--- src/sv/msh_pkg.sv ---
`default_nettype none
package msh_pkg;

    // Field widths
    localparam int CTX_W  = 32;
    localparam int TIME_W = 64;
    localparam int POS_W  = 32;
    localparam int SPD_W  = 32;
    localparam int STAT_W = 3;
    localparam int CFG_IDX_W = 3;
    localparam int CFG_W  = 32;

    // Defaults for the top level parameters
    localparam int TOKEN_WIDTH_DEF     = 32;
    localparam int ALPHA_FRAC_BITS_DEF = 16;

    // Sequencer step counts
    localparam int CNT_W       = 6;
    localparam int SQ_STEPS    = 3;
    localparam int SQRT_STEPS  = 32;
    localparam int DIV_STEPS   = 64;
    localparam int HORN_FIRST  = 5;
    localparam int EXP_SQUARES = 10;
    localparam int EXP_SHIFT   = 10;

    localparam logic [29:0] NS_PER_S = 30'd1000000000;

    // Reset values of the configuration registers
    localparam logic [CFG_W-1:0] MAX_INTERVAL_RST = 32'd100000000;
    localparam logic [CFG_W-1:0] MAX_SPEED_RST    = 32'd3276800;
    localparam logic [CFG_W-1:0] TAU_RST          = 32'd100000000;
    localparam logic [CFG_W-1:0] START_THR_RST    = 32'd32768;
    localparam logic [CFG_W-1:0] STOP_THR_RST     = 32'd19661;

    typedef enum logic [CFG_IDX_W-1:0] {
        CFG_MAX_INTERVAL = 3'd0,
        CFG_MAX_SPEED    = 3'd1,
        CFG_TAU          = 3'd2,
        CFG_START_THR    = 3'd3,
        CFG_STOP_THR     = 3'd4
    } t_cfg_idx;

    typedef struct packed {
        logic [CFG_W-1:0] max_interval;
        logic [CFG_W-1:0] max_speed;
        logic [CFG_W-1:0] tau;
        logic [CFG_W-1:0] start_thr;
        logic [CFG_W-1:0] stop_thr;
    } t_cfg;

    typedef enum logic [STAT_W-1:0] {
        ST_UPDATED = 3'd0,
        ST_PRIMED  = 3'd1,
        ST_INVALID = 3'd2,
        ST_GAP     = 3'd3,
        ST_JUMP    = 3'd4
    } t_status;

    typedef enum logic [4:0] {
        OP_NONE, OP_LOAD, OP_CLASSIFY, OP_SQ, OP_SQRT_INIT, OP_SQRT_STEP,
        OP_MUL_NS, OP_DIV_STEP, OP_JUDGE, OP_DIV_XQ, OP_HORN_INIT,
        OP_HORN_SUB, OP_HORN_MUL, OP_ESQ_INIT, OP_ESQ, OP_ALPHA,
        OP_FILT_MUL, OP_FILT_ADD, OP_EMIT
    } t_op;

    typedef struct packed {
        t_op        op;
        logic [2:0] idx;
    } t_cmd;

    typedef struct packed {
        logic early;
        logic ovf;
        logic jump;
        logic asat;
        logic out_free;
    } t_sts;

    typedef enum logic [4:0] {
        S_IDLE, S_CLASS, S_SQ, S_SQI, S_SQRT, S_MULNS, S_DIV, S_JUDGE,
        S_DIVX, S_HINIT, S_HSUB, S_HMUL, S_ESQI, S_ESQ, S_ALPHA, S_FMUL,
        S_FADD, S_EMIT
    } t_state;

    // Truncating divide of a narrow value by 1..5, reciprocal multiply for 3 and 5
    function automatic logic [26:0] div_small(input logic [26:0] x, input logic [2:0] n);
        logic [58:0] p3;
        logic [58:0] p5;
        logic [26:0] q;
        p3 = 59'(x) * 59'(32'hAAAAAAAB);
        p5 = 59'(x) * 59'(32'hCCCCCCCD);
        unique case (n)
            3'd2:    q = x >> 1;
            3'd3:    q = 27'(p3 >> 33);
            3'd4:    q = x >> 2;
            3'd5:    q = 27'(p5 >> 34);
            default: q = x;
        endcase
        return q;
    endfunction

endpackage
`default_nettype wire

--- src/sv/msh_cfg.sv ---
`default_nettype none
module msh_cfg (
    input  wire logic                         i_clk,
    input  wire logic                         i_rst_n,
    input  wire logic                         i_cfg_valid,
    output logic                              o_cfg_ready,
    input  wire logic [msh_pkg::CFG_IDX_W-1:0] i_cfg_index,
    input  wire logic [msh_pkg::CFG_W-1:0]    i_cfg_data,
    output msh_pkg::t_cfg                     o_cfg
);
    import msh_pkg::*;

    t_cfg r_cfg;

    assign o_cfg_ready = 1'b1;
    assign o_cfg       = r_cfg;

    // Write the addressed register, drop writes beyond the list
    always_ff @(posedge i_clk) begin
        if (!i_rst_n) begin
            r_cfg.max_interval <= MAX_INTERVAL_RST;
            r_cfg.max_speed    <= MAX_SPEED_RST;
            r_cfg.tau          <= TAU_RST;
            r_cfg.start_thr    <= START_THR_RST;
            r_cfg.stop_thr     <= STOP_THR_RST;
        end else if (i_cfg_valid) begin
            unique case (t_cfg_idx'(i_cfg_index))
                CFG_MAX_INTERVAL: r_cfg.max_interval <= i_cfg_data;
                CFG_MAX_SPEED:    r_cfg.max_speed    <= i_cfg_data;
                CFG_TAU:          r_cfg.tau          <= i_cfg_data;
                CFG_START_THR:    r_cfg.start_thr    <= i_cfg_data;
                CFG_STOP_THR:     r_cfg.stop_thr     <= i_cfg_data;
                default: ;
            endcase
        end
    end

endmodule
`default_nettype wire

--- config.mk ---
export PLATFORM = sky130hd
export DESIGN_NAME = msh_cfg
export DESIGN_NICKNAME = d
export VERILOG_FILES = /design/src/sv/msh_pkg.sv /design/src/sv/msh_cfg.sv
export SDC_FILE = /design/constraint.sdc
export NUM_CORES = 1
export LEC_CHECK = 0
export BUFFER_PORTS_ARGS = -buffer_cell sky130_fd_sc_hd__clkbuf_2
export CAP_MARGIN = 0
export CORE_ASPECT_RATIO = 1.25
export CORE_UTILIZATION = 30
export DETAILED_ROUTE_END_ITERATION = 10
export RECOVER_POWER = 50
export SYNTH_ARGS = -nofsm -noshare
export SYNTH_HDL_FRONTEND = slang
export SYNTH_SLANG_ARGS = --single-unit
--- constraint.sdc ---
create_clock -name i_clk -period 1.95 [get_ports i_clk]
set_clock_uncertainty 0.1 [all_clocks]
set_input_delay 0.39 -clock i_clk [delete_from_list [all_inputs] [get_ports i_clk]]
set_output_delay 0.39 -clock i_clk [all_outputs]
set_load 0.02 [all_outputs]
==> impl_metrics.tcl <==
set metrics [dict create \
    cts_root_buf "clkbuf_16" \
    largest_register_ffs 160 \
    pwr-share-seq_pct 45.0 \
    cts.sinks 160 \
    ant_nets 0 \
    areaGrowthSynthToFinish_pct 30.59 \
    routedWlPerCell_um 15.00 \
    comb_power_share_pct 7.1 \
    drive_above_1_share_pct 30.87 \
    max-clock-path-buffers 2 \
    synth_top_cells_by_area "dfxtp_1 53%, mux2i_1 26%, nand2_1 9.6%, nor2b_1 5.8%, clkbuf_1 1.2%" \
    holdWs_ps 146.1 \
    netlist-cell-type-count 15 \
    cp_cell_sequence "clkbuf_2, nand4bb_2, buf_2, mux2i_1" \
    drt_iter0_markers 141 \
    arrival_ps 1800 \
    powerDensity_mw_per_mm2 945.7 \
    synth_compound_area_share_pct 0 \
    syn_nets 623 \
    synth_xor_area_share_pct 0 \
    avgSynthCellArea_um2 10.39 \
    synth-seq-area-share_pct 52.71 \
    status "finished, final reports clean" \
    htree_num_levels 4 \
    dieArea_mm2 0.02083 \
    yosys.area.top_type "dfxtp_1" \
    setup_violations 0 \
    grt_usage_pct 15.31 \
    max_freq_mhz 641.1 \
    yosys.area_share.simple_pct 16.97 \
    grt_antenna_before_repair 0 \
    maxCapViolations 0 \
    mostFrequentLayoutCells "199 x clkbuf_2, 160 x mux2i_1, 160 x dfxtp_1" \
    cts_buffers 17 \
    portBuffers 197 \
    overflow 0 \
    place.gp.congestion 0.7295 \
    totalWireLength_mm 15.74 \
    layout_commonest_cell "clkbuf_2" \
    layout_min_cycle_time_ps 1560 \
    critPathMaxFanout 25 \
    start_kind "input port" \
    synth.area.mux_share_pct 26.35 \
    dp_hpwl_mm 10.88 \
    dieWidth_um 129.3 \
    die_h_um 161.1 \
    netSwitchingFraction_pct 24.05 \
    synth.ff_latch_count 160 \
    synth-adder-area-share_pct 0 \
    vdd_drop_max_mv 0.5450 \
    post_cts_buffers 0 \
    cpLargestDelayFamily "buffers and inverters" \
    grt_max_degree 79 \
    max-slew-margin-rel_pct 35.89 \
    initial_core_util_pct 30.99 \
    drtPass1Iterations 6 \
    p_leak_nw 3.839 \
    postCtsHoldBufs 0 \
    cp.buffers_inverters 2 \
    io_pins 199 \
    cts_resized 0 \
    num-nets-final 809 \
    clock_latency_ps 420 \
    synth_top_area_share_pct 52.71 \
    syn_area_mm2 0.006077 \
    p_switching_w 0.001805 \
    rsz0062_at_grt "no" \
    cp-end-kind "flip-flop" \
    num_vias 4571 \
    vias_per_cell 4.357 \
    crit_slowest_cell "buf_2" \
    crit_required_ps 2190 \
    final_hold_viol_count 0 \
    fin_crit_sh_pct 79.99 \
    hold_path_class "input port to flip-flop" \
    rows 57 \
    slew_viol_final 0 \
    postSynthCellCount 585 \
    fin_setup_tns_ps 0 \
    final_util_pct 40.47 \
    fill_cells 1939 \
    cts_tree "done" \
    grt_pass1_vias 4416 \
    p_int_w 0.005701 \
    yosys_warnings 0 \
    power.share.clock_pct 47.9 \
    crit_path_max_incr_delay_ps 760 \
    synth_top_family_by_area "multiplexers" \
    clkSlewWorstSetupHoldPaths_ps 60 \
    core_region_area_mm2 0.01961 \
    route.detailed.drc 0 \
    worst-setup-path-type "input port to flip-flop" \
    antenna_cells 0 \
    worstMarginPinSlew_ps 961.7 \
    regArea_mm2 0.003203 \
    grt_pass1_wl_mm 24.25 \
    multi_input_area_mm2 0.002641 \
]
==> synth_stat cells <==
master / instances
buf_4: 8
dfxtp_1: 160
buf_6: 4
mux2i_1: 160
or4b_1: 1
nor4bb_1: 3
nor4b_4: 1
buf_1: 3
conb_1: 1
clkbuf_1: 19
nand4b_1: 1
nor2b_1: 56
nand4bb_1: 2
buf_2: 10
nand2_1: 156
==> final cells by class <==
class	instances	share of cell area [%]
clock buffer	17	5.360
clock inverter	15	2.633
multi-input combinational	381	33.28
sequential	160	40.36
tap	265	4.178
timing repair buffer	211	14.19
==> worst min-delay path, stage by stage <==
cell and delay, ps:
clkbuf_2 90, nor2b_1 40, mux2i_1 110
==> through the flow <==
| stage | power (W) | cell area (µm²) | cells | setup slack [ps] |
|---|---|---|---|---|
| 2_1_floorplan | 0.003792 | 6077 | 585 | 406.2 |
| 3_3_place_gp | 0.004013 | 7443 | 1017 | 236.1 |
| 3_5_place_dp | 0.004016 | 7443 | 1017 | 225.1 |
| 4_1_cts | 0.007650 | 8078 | 1049 | 468.3 |
| 5_1_grt | 0.007805 | 7936 | 1049 | 319.6 |
| 6_report | 0.007506 | 7936 | 1049 | 390.3 |
==> logic make-up after synthesis <==
group,Yosys count
buffers and inverters,44
flip-flops,160
multiplexers,160
other,1
AND/OR/NAND/NOR,220
==> routing by layer <==
| metal | vias to the layer above | track usage [%] | routed length, µm |
|---|---|---|---|
| met5 | - | 0 | 0 |
| met4 | 0 | 5.134 | 183 |
| met3 | 12 | 4.770 | 863 |
| met2 | 114 | 25.17 | 7695 |
| met1 | 2142 | 18.77 | 6994 |
| li1 | 2303 | - | - |
==> worst paths after layout <==
kind,start,endpoint,slack [ps],depth (start not counted)
worst min-delay path,i_cfg_data[2],o_cfg[2],150,3
worst max-delay path,i_cfg_index[1],o_cfg[15],390,4
worst max register to register,o_cfg[78],o_cfg[78],1210,2
worst min register to register,o_cfg[145],o_cfg[145],350,2
==> power by group through the flow <==
stage               logic (W)  clock network, W  registers, W
floorplan            0.000255                 0       0.00354
global placement     0.000562                 0       0.00345
detailed placement   0.000566                 0       0.00345
CTS                  0.000566           0.00371       0.00338
global route         0.000580           0.00384       0.00338
finish               0.000536           0.00359       0.00338
No activity file was read; power rests on OpenSTA's default activity.
