### config.mk
export PLATFORM = sky130hd
export DESIGN_NAME = msh_ctrl
export DESIGN_NICKNAME = d
export VERILOG_FILES = /design/src/sv/msh_pkg.sv /design/src/sv/msh_ctrl.sv
export SDC_FILE = /design/constraint.sdc
export NUM_CORES = 1
export LEC_CHECK = 0
export ABC_AREA = 1
export ABC_CLOCK_PERIOD_IN_PS = 1800
export CORE_MARGIN = 2
export CORE_UTILIZATION = 43
export CTS_BUF_LIST = sky130_fd_sc_hd__clkbuf_4 sky130_fd_sc_hd__clkbuf_8
export DETAILED_ROUTE_END_ITERATION = 7
export DONT_BUFFER_PORTS = 1
export GPL_TIMING_DRIVEN = 1
export SLEW_MARGIN = 20
export SYNTH_ARGS = -nofsm -noshare
export SYNTH_HDL_FRONTEND = slang
export SYNTH_SLANG_ARGS = --single-unit
### constraint.sdc
create_clock -name i_clk -period 1.8 [get_ports i_clk]
set_input_delay 0.09 -clock i_clk [delete_from_list [all_inputs] [get_ports i_clk]]
set_output_delay 0.09 -clock i_clk [all_outputs]
set_load 0.02 [all_outputs]
### src/sv/msh_pkg.sv
`default_nettype none
package msh_pkg;

    // Field widths
    localparam int CTX_W  = 32;
    localparam int TIME_W = 64;
    localparam int POS_W  = 32;
    localparam int SPD_W  = 32;
    localparam int STAT_W = 3;
    localparam int CFG_IDX_W = 3;
    localparam int CFG_W  = 32;

    // Defaults for the top level parameters
    localparam int TOKEN_WIDTH_DEF     = 32;
    localparam int ALPHA_FRAC_BITS_DEF = 16;

    // Sequencer step counts
    localparam int CNT_W       = 6;
    localparam int SQ_STEPS    = 3;
    localparam int SQRT_STEPS  = 32;
    localparam int DIV_STEPS   = 64;
    localparam int HORN_FIRST  = 5;
    localparam int EXP_SQUARES = 10;
    localparam int EXP_SHIFT   = 10;

    localparam logic [29:0] NS_PER_S = 30'd1000000000;

    // Reset values of the configuration registers
    localparam logic [CFG_W-1:0] MAX_INTERVAL_RST = 32'd100000000;
    localparam logic [CFG_W-1:0] MAX_SPEED_RST    = 32'd3276800;
    localparam logic [CFG_W-1:0] TAU_RST          = 32'd100000000;
    localparam logic [CFG_W-1:0] START_THR_RST    = 32'd32768;
    localparam logic [CFG_W-1:0] STOP_THR_RST     = 32'd19661;

    typedef enum logic [CFG_IDX_W-1:0] {
        CFG_MAX_INTERVAL = 3'd0,
        CFG_MAX_SPEED    = 3'd1,
        CFG_TAU          = 3'd2,
        CFG_START_THR    = 3'd3,
        CFG_STOP_THR     = 3'd4
    } t_cfg_idx;

    typedef struct packed {
        logic [CFG_W-1:0] max_interval;
        logic [CFG_W-1:0] max_speed;
        logic [CFG_W-1:0] tau;
        logic [CFG_W-1:0] start_thr;
        logic [CFG_W-1:0] stop_thr;
    } t_cfg;

    typedef enum logic [STAT_W-1:0] {
        ST_UPDATED = 3'd0,
        ST_PRIMED  = 3'd1,
        ST_INVALID = 3'd2,
        ST_GAP     = 3'd3,
        ST_JUMP    = 3'd4
    } t_status;

    typedef enum logic [4:0] {
        OP_NONE, OP_LOAD, OP_CLASSIFY, OP_SQ, OP_SQRT_INIT, OP_SQRT_STEP,
        OP_MUL_NS, OP_DIV_STEP, OP_JUDGE, OP_DIV_XQ, OP_HORN_INIT,
        OP_HORN_SUB, OP_HORN_MUL, OP_ESQ_INIT, OP_ESQ, OP_ALPHA,
        OP_FILT_MUL, OP_FILT_ADD, OP_EMIT
    } t_op;

    typedef struct packed {
        t_op        op;
        logic [2:0] idx;
    } t_cmd;

    typedef struct packed {
        logic early;
        logic ovf;
        logic jump;
        logic asat;
        logic out_free;
    } t_sts;

    typedef enum logic [4:0] {
        S_IDLE, S_CLASS, S_SQ, S_SQI, S_SQRT, S_MULNS, S_DIV, S_JUDGE,
        S_DIVX, S_HINIT, S_HSUB, S_HMUL, S_ESQI, S_ESQ, S_ALPHA, S_FMUL,
        S_FADD, S_EMIT
    } t_state;

    // Truncating divide of a narrow value by 1..5, reciprocal multiply for 3 and 5
    function automatic logic [26:0] div_small(input logic [26:0] x, input logic [2:0] n);
        logic [58:0] p3;
        logic [58:0] p5;
        logic [26:0] q;
        p3 = 59'(x) * 59'(32'hAAAAAAAB);
        p5 = 59'(x) * 59'(32'hCCCCCCCD);
        unique case (n)
            3'd2:    q = x >> 1;
            3'd3:    q = 27'(p3 >> 33);
            3'd4:    q = x >> 2;
            3'd5:    q = 27'(p5 >> 34);
            default: q = x;
        endcase
        return q;
    endfunction

endpackage
`default_nettype wire

### src/sv/msh_ctrl.sv
`default_nettype none
module msh_ctrl (
    input  wire logic          i_clk,
    input  wire logic          i_rst_n,
    input  wire logic          i_in_valid,
    output logic               o_in_ready,
    input  msh_pkg::t_sts      i_sts,
    output msh_pkg::t_cmd      o_cmd
);
    import msh_pkg::*;

    t_state           r_state, n_state;
    logic [CNT_W-1:0] r_cnt, n_cnt;
    logic             r_xq, n_xq;

    always_ff @(posedge i_clk) begin
        if (!i_rst_n) begin
            r_state <= S_IDLE;
            r_cnt   <= '0;
            r_xq    <= 1'b0;
        end else begin
            r_state <= n_state;
            r_cnt   <= n_cnt;
            r_xq    <= n_xq;
        end
    end

    // Next state and step counter
    always_comb begin
        n_state = r_state;
        n_cnt   = r_cnt;
        n_xq    = r_xq;
        unique case (r_state)
            S_IDLE:  if (i_in_valid) n_state = S_CLASS;
            S_CLASS: begin
                n_cnt   = '0;
                n_state = i_sts.early ? S_EMIT : S_SQ;
            end
            S_SQ: begin
                n_cnt = r_cnt + 1'b1;
                if (r_cnt == CNT_W'(SQ_STEPS - 1)) n_state = S_SQI;
            end
            S_SQI: begin
                n_cnt   = '0;
                n_state = i_sts.ovf ? S_EMIT : S_SQRT;
            end
            S_SQRT: begin
                n_cnt = r_cnt + 1'b1;
                if (r_cnt == CNT_W'(SQRT_STEPS - 1)) n_state = S_MULNS;
            end
            S_MULNS: begin
                n_cnt   = '0;
                n_xq    = 1'b0;
                n_state = S_DIV;
            end
            S_DIV: begin
                n_cnt = r_cnt + 1'b1;
                if (r_cnt == CNT_W'(DIV_STEPS - 1)) n_state = r_xq ? S_HINIT : S_JUDGE;
            end
            S_JUDGE: begin
                if (i_sts.jump)      n_state = S_EMIT;
                else if (i_sts.asat) n_state = S_FMUL;
                else                 n_state = S_DIVX;
            end
            S_DIVX: begin
                n_cnt   = '0;
                n_xq    = 1'b1;
                n_state = S_DIV;
            end
            S_HINIT: begin
                n_cnt   = CNT_W'(HORN_FIRST);
                n_state = S_HSUB;
            end
            S_HSUB: begin
                n_cnt   = r_cnt - 1'b1;
                n_state = (r_cnt == CNT_W'(1)) ? S_ESQI : S_HMUL;
            end
            S_HMUL:  n_state = S_HSUB;
            S_ESQI: begin
                n_cnt   = '0;
                n_state = S_ESQ;
            end
            S_ESQ: begin
                n_cnt = r_cnt + 1'b1;
                if (r_cnt == CNT_W'(EXP_SQUARES - 1)) n_state = S_ALPHA;
            end
            S_ALPHA: n_state = S_FMUL;
            S_FMUL:  n_state = S_FADD;
            S_FADD:  n_state = S_EMIT;
            S_EMIT:  if (i_sts.out_free) n_state = S_IDLE;
            default: n_state = S_IDLE;
        endcase
    end

    // Datapath commands
    always_comb begin
        o_in_ready = 1'b0;
        o_cmd.idx  = r_cnt[2:0];
        o_cmd.op   = OP_NONE;
        unique case (r_state)
            S_IDLE: begin
                o_in_ready = 1'b1;
                if (i_in_valid) o_cmd.op = OP_LOAD;
            end
            S_CLASS: o_cmd.op = OP_CLASSIFY;
            S_SQ:    o_cmd.op = OP_SQ;
            S_SQI:   o_cmd.op = OP_SQRT_INIT;
            S_SQRT:  o_cmd.op = OP_SQRT_STEP;
            S_MULNS: o_cmd.op = OP_MUL_NS;
            S_DIV:   o_cmd.op = OP_DIV_STEP;
            S_JUDGE: o_cmd.op = OP_JUDGE;
            S_DIVX:  o_cmd.op = OP_DIV_XQ;
            S_HINIT: o_cmd.op = OP_HORN_INIT;
            S_HSUB:  o_cmd.op = OP_HORN_SUB;
            S_HMUL:  o_cmd.op = OP_HORN_MUL;
            S_ESQI:  o_cmd.op = OP_ESQ_INIT;
            S_ESQ:   o_cmd.op = OP_ESQ;
            S_ALPHA: o_cmd.op = OP_ALPHA;
            S_FMUL:  o_cmd.op = OP_FILT_MUL;
            S_FADD:  o_cmd.op = OP_FILT_ADD;
            S_EMIT:  if (i_sts.out_free) o_cmd.op = OP_EMIT;
            default: o_cmd.op = OP_NONE;
        endcase
    end

endmodule
`default_nettype wire

==> flow_summary.yaml <==
sta:
  period_needed_ns: 1.75
  fmax_ghz: 0.572
  finalCritPeriodShare: 0.971
  skew_ns: 0.00602
  tns_ns: 0
  tightest_slew_ns: 0.435
  report.final.slew_viol_count: 0
  rsz0062_at_grt: "no"
  finalHoldViolations: 0
  finalHoldWorstSlack_ns: 0.0252
  setup_viol: 0
  max_slew_margin: 0.708
synthesis:
  synth_seq_cells: 12
  ys_seq_area_frac: 0.179
  syn_avg_cell_area_sq_um: 5.60
  ys_top_cells_by_area: "dfxtp_1, nand2_1, nor2_1"
  synth_cells: 240
  netlist_area_sq_mm: 0.00135
  synth_top_area_frac: 0.179
  syn_nets: 252
  synth_top_cell_by_area: "dfxtp_1"
  synth_cell_types: 28
  yosys_warnings: 0
global_route:
  antenna_found_initial: 0
  grt_usage: 0.239
  grt_pass1_vias: 1479
  grt_pass1_wl_mm: 6.40
  gr-total-overflow: 0
  grt_max_degree: 12
drt:
  wirelength_mm: 3.75
  firstDrtPassIters: 4
  ant_nets: 0
  drt_iter0_markers: 105
  vias: 1514
  vias_per_cell: 5.39
  drc: 0
  wl_per_cell_um: 13.3
clocking:
  cts_made_buffers: 3
  clock_latency_ns: 0.28
  root_buffer: "clkbuf_4"
  clockBufferDepth: 2
  post_cts_buffers: 0
  cts.sinks: 12
  htree_num_levels: 1
  tritoncts: "done"
  path_clk_slew_ns: 0.09
layout:
  multiInputGateArea_sq_um: 945
  final-seq-area_sq_um: 250
  nets: 261
  diodes: 0
  final_core_util: 0.494
  drive_gt1_frac: 0.194
  fin_area_sq_mm: 0.00148
  syn2layout_area_growth_pct: 10.3
  fillers: 340
power_and_ir_drop:
  pwr-share-clk: 0.134
  power.total_mw: 1.67
  p_leak_nw: 0.774
  switchingPower_uw: 863
  ir_drop_mv: 0.719
  swShare: 0.516
  powerDensity_mw_per_mm2: 1130
  p_comb_frac: 0.625
  seqPwrFrac: 0.241
  internal_power_uw: 808
worst_setup_path:
  path_buf_inv: 2
  crit_family: "simple AND/OR/NAND/NOR gates"
  critical_path_class: "reg2out"
  worstPathCellList: "inv_1 > nand3_4 > nor2_4 > buf_4 > nor3_1 > nand3_1"
  cp_max_fo: 5
  cp-start-kind: "flip-flop"
  required_ns: 1.71
  cp-end-kind: "output pin"
  worstPathArrival_ns: 1.66
  slowest_stage: "dfxtp_1"
  cp_slowest_stage_delay_ns: 0.45
run_status:
  outcome: "complete, no violations"
floorplanning:
  chipWidth_um: 59.9
  die_h_um: 59.9
  ios: 17
  rows: 20
  die_area_sq_mm: 0.00359
  start_util: 0.448
  core_area_sq_mm: 0.00300
placed_design:
  io_buffers: 0
  place_area_sq_mm: 0.00141
  gp_congestion: 0.903
  dpl.hpwl_mm: 3.18
job:
  cap_violations: 0
worst_hold_path:
  hp-class: "in2reg"
[routing by layer]
metal / vias up / track usage / part of all wire
li1: 780 / - / -
met1: 670 / 0.277 / 0.43
met2: 50 / 0.433 / 0.50
met3: 14 / 0.0281 / 0.037
met4: 0 / 0.105 / 0.036
met5: - / 0 / 0
[through the flow]
step	setup slack (ns)	cells
finish	0.0522	281
global route	0.00339	281
global placement	0.0293	276
detailed placement	0.0949	276
CTS	0.0256	281
floorplan	0.259	240
[worst paths after layout]
kind                                  from    endpoint  slack, ns  depth (start not counted)
worst max register to register  r_state[2]  r_state[0]       0.21                          9
worst min register to register        r_xq        r_xq       0.49                          2
worst max-delay path            r_state[3]    o_cmd[3]       0.05                          6
worst min-delay path              i_sts[4]  r_state[4]       0.03                          4
[cells by family after synthesis]
| logic type | count (synthesis) | synth area share |
|---|---|---|
| AND/OR/NAND/NOR | 154 | 0.528 |
| buffers and inverters | 42 | 0.134 |
| AO/OA/AOI/OAI | 23 | 0.0893 |
| flip-flops | 12 | 0.179 |
| XOR/XNOR | 5 | 0.0326 |
| adder cells (fa/ha/maj) | 4 | 0.0372 |
[synthesized netlist by cell type, drive strengths merged]
cell type   n
nand2      64
nor2       50
inv        37
nand3      24
a21oi      15
dfxtp      12
nand4       8
o21ai       6
buf         5
nor3        5
ha          4
xor2        3
xnor2       2
and2        1
nand3b      1
nor4        1
o2111ai     1
o22ai       1
[worst reg2reg max path, cell delays in order, from the launching register on]
cell and delay [ns]:
dfxtp_2 0.37, nor2_2 0.29, nand2_2 0.11, nor2_1 0.22
nand2_1 0.11, nand2_1 0.07, a21oi_1 0.07, nand2_1 0.11
nand2_1 0.05, a21oi_1 0.12
[what timing repair did]
item,CTS,global route
gates cloned,0,0
resized for setup,2,10
endpoints found under the hold margin,4,0
endpoints found under the setup margin,2,9
pin swaps,1,1
hold buffers,1,0
[placed cells by master (no fill, tap or decap), drive strengths merged]
cell type	synthesis	layout
nand2	64	64
nor2	50	50
inv	37	37
nand3	24	24
a21oi	15	15
dfxtp	12	12
nand4	8	8
buf	5	8
o21ai	6	6
nor3	5	5
ha	4	4
clkbuf	0	4
xor2	3	3
xnor2	2	2
o2111ai	1	1
nor4	1	1
and2	1	1
nand3b	1	1
o22ai	1	1
dlygate4sd3	0	1
[cell type report]
class / instances / share of cell area
sequential: 12 / 0.169
inverter: 37 / 0.0953
timing repair buffer: 9 / 0.0472
tap: 33 / 0.0278
clock buffer: 4 / 0.0245
multi-input combinational: 186 / 0.637
[registers in the layout (all words and copies together), names as in the netlist]
signal / cells
r_cnt: 6
r_state: 5
r_xq: 1
[power by group through the flow]
stage	Clock, mW	Combinational, mW	Sequential, mW
floorplan	0	0.819	0.373
global placement	0	1.04	0.395
detailed placement	0	1.03	0.395
CTS	0.237	1.03	0.390
global route	0.240	1.17	0.410
finish	0.224	1.04	0.403
No activity file was read; power rests on OpenSTA's default activity.
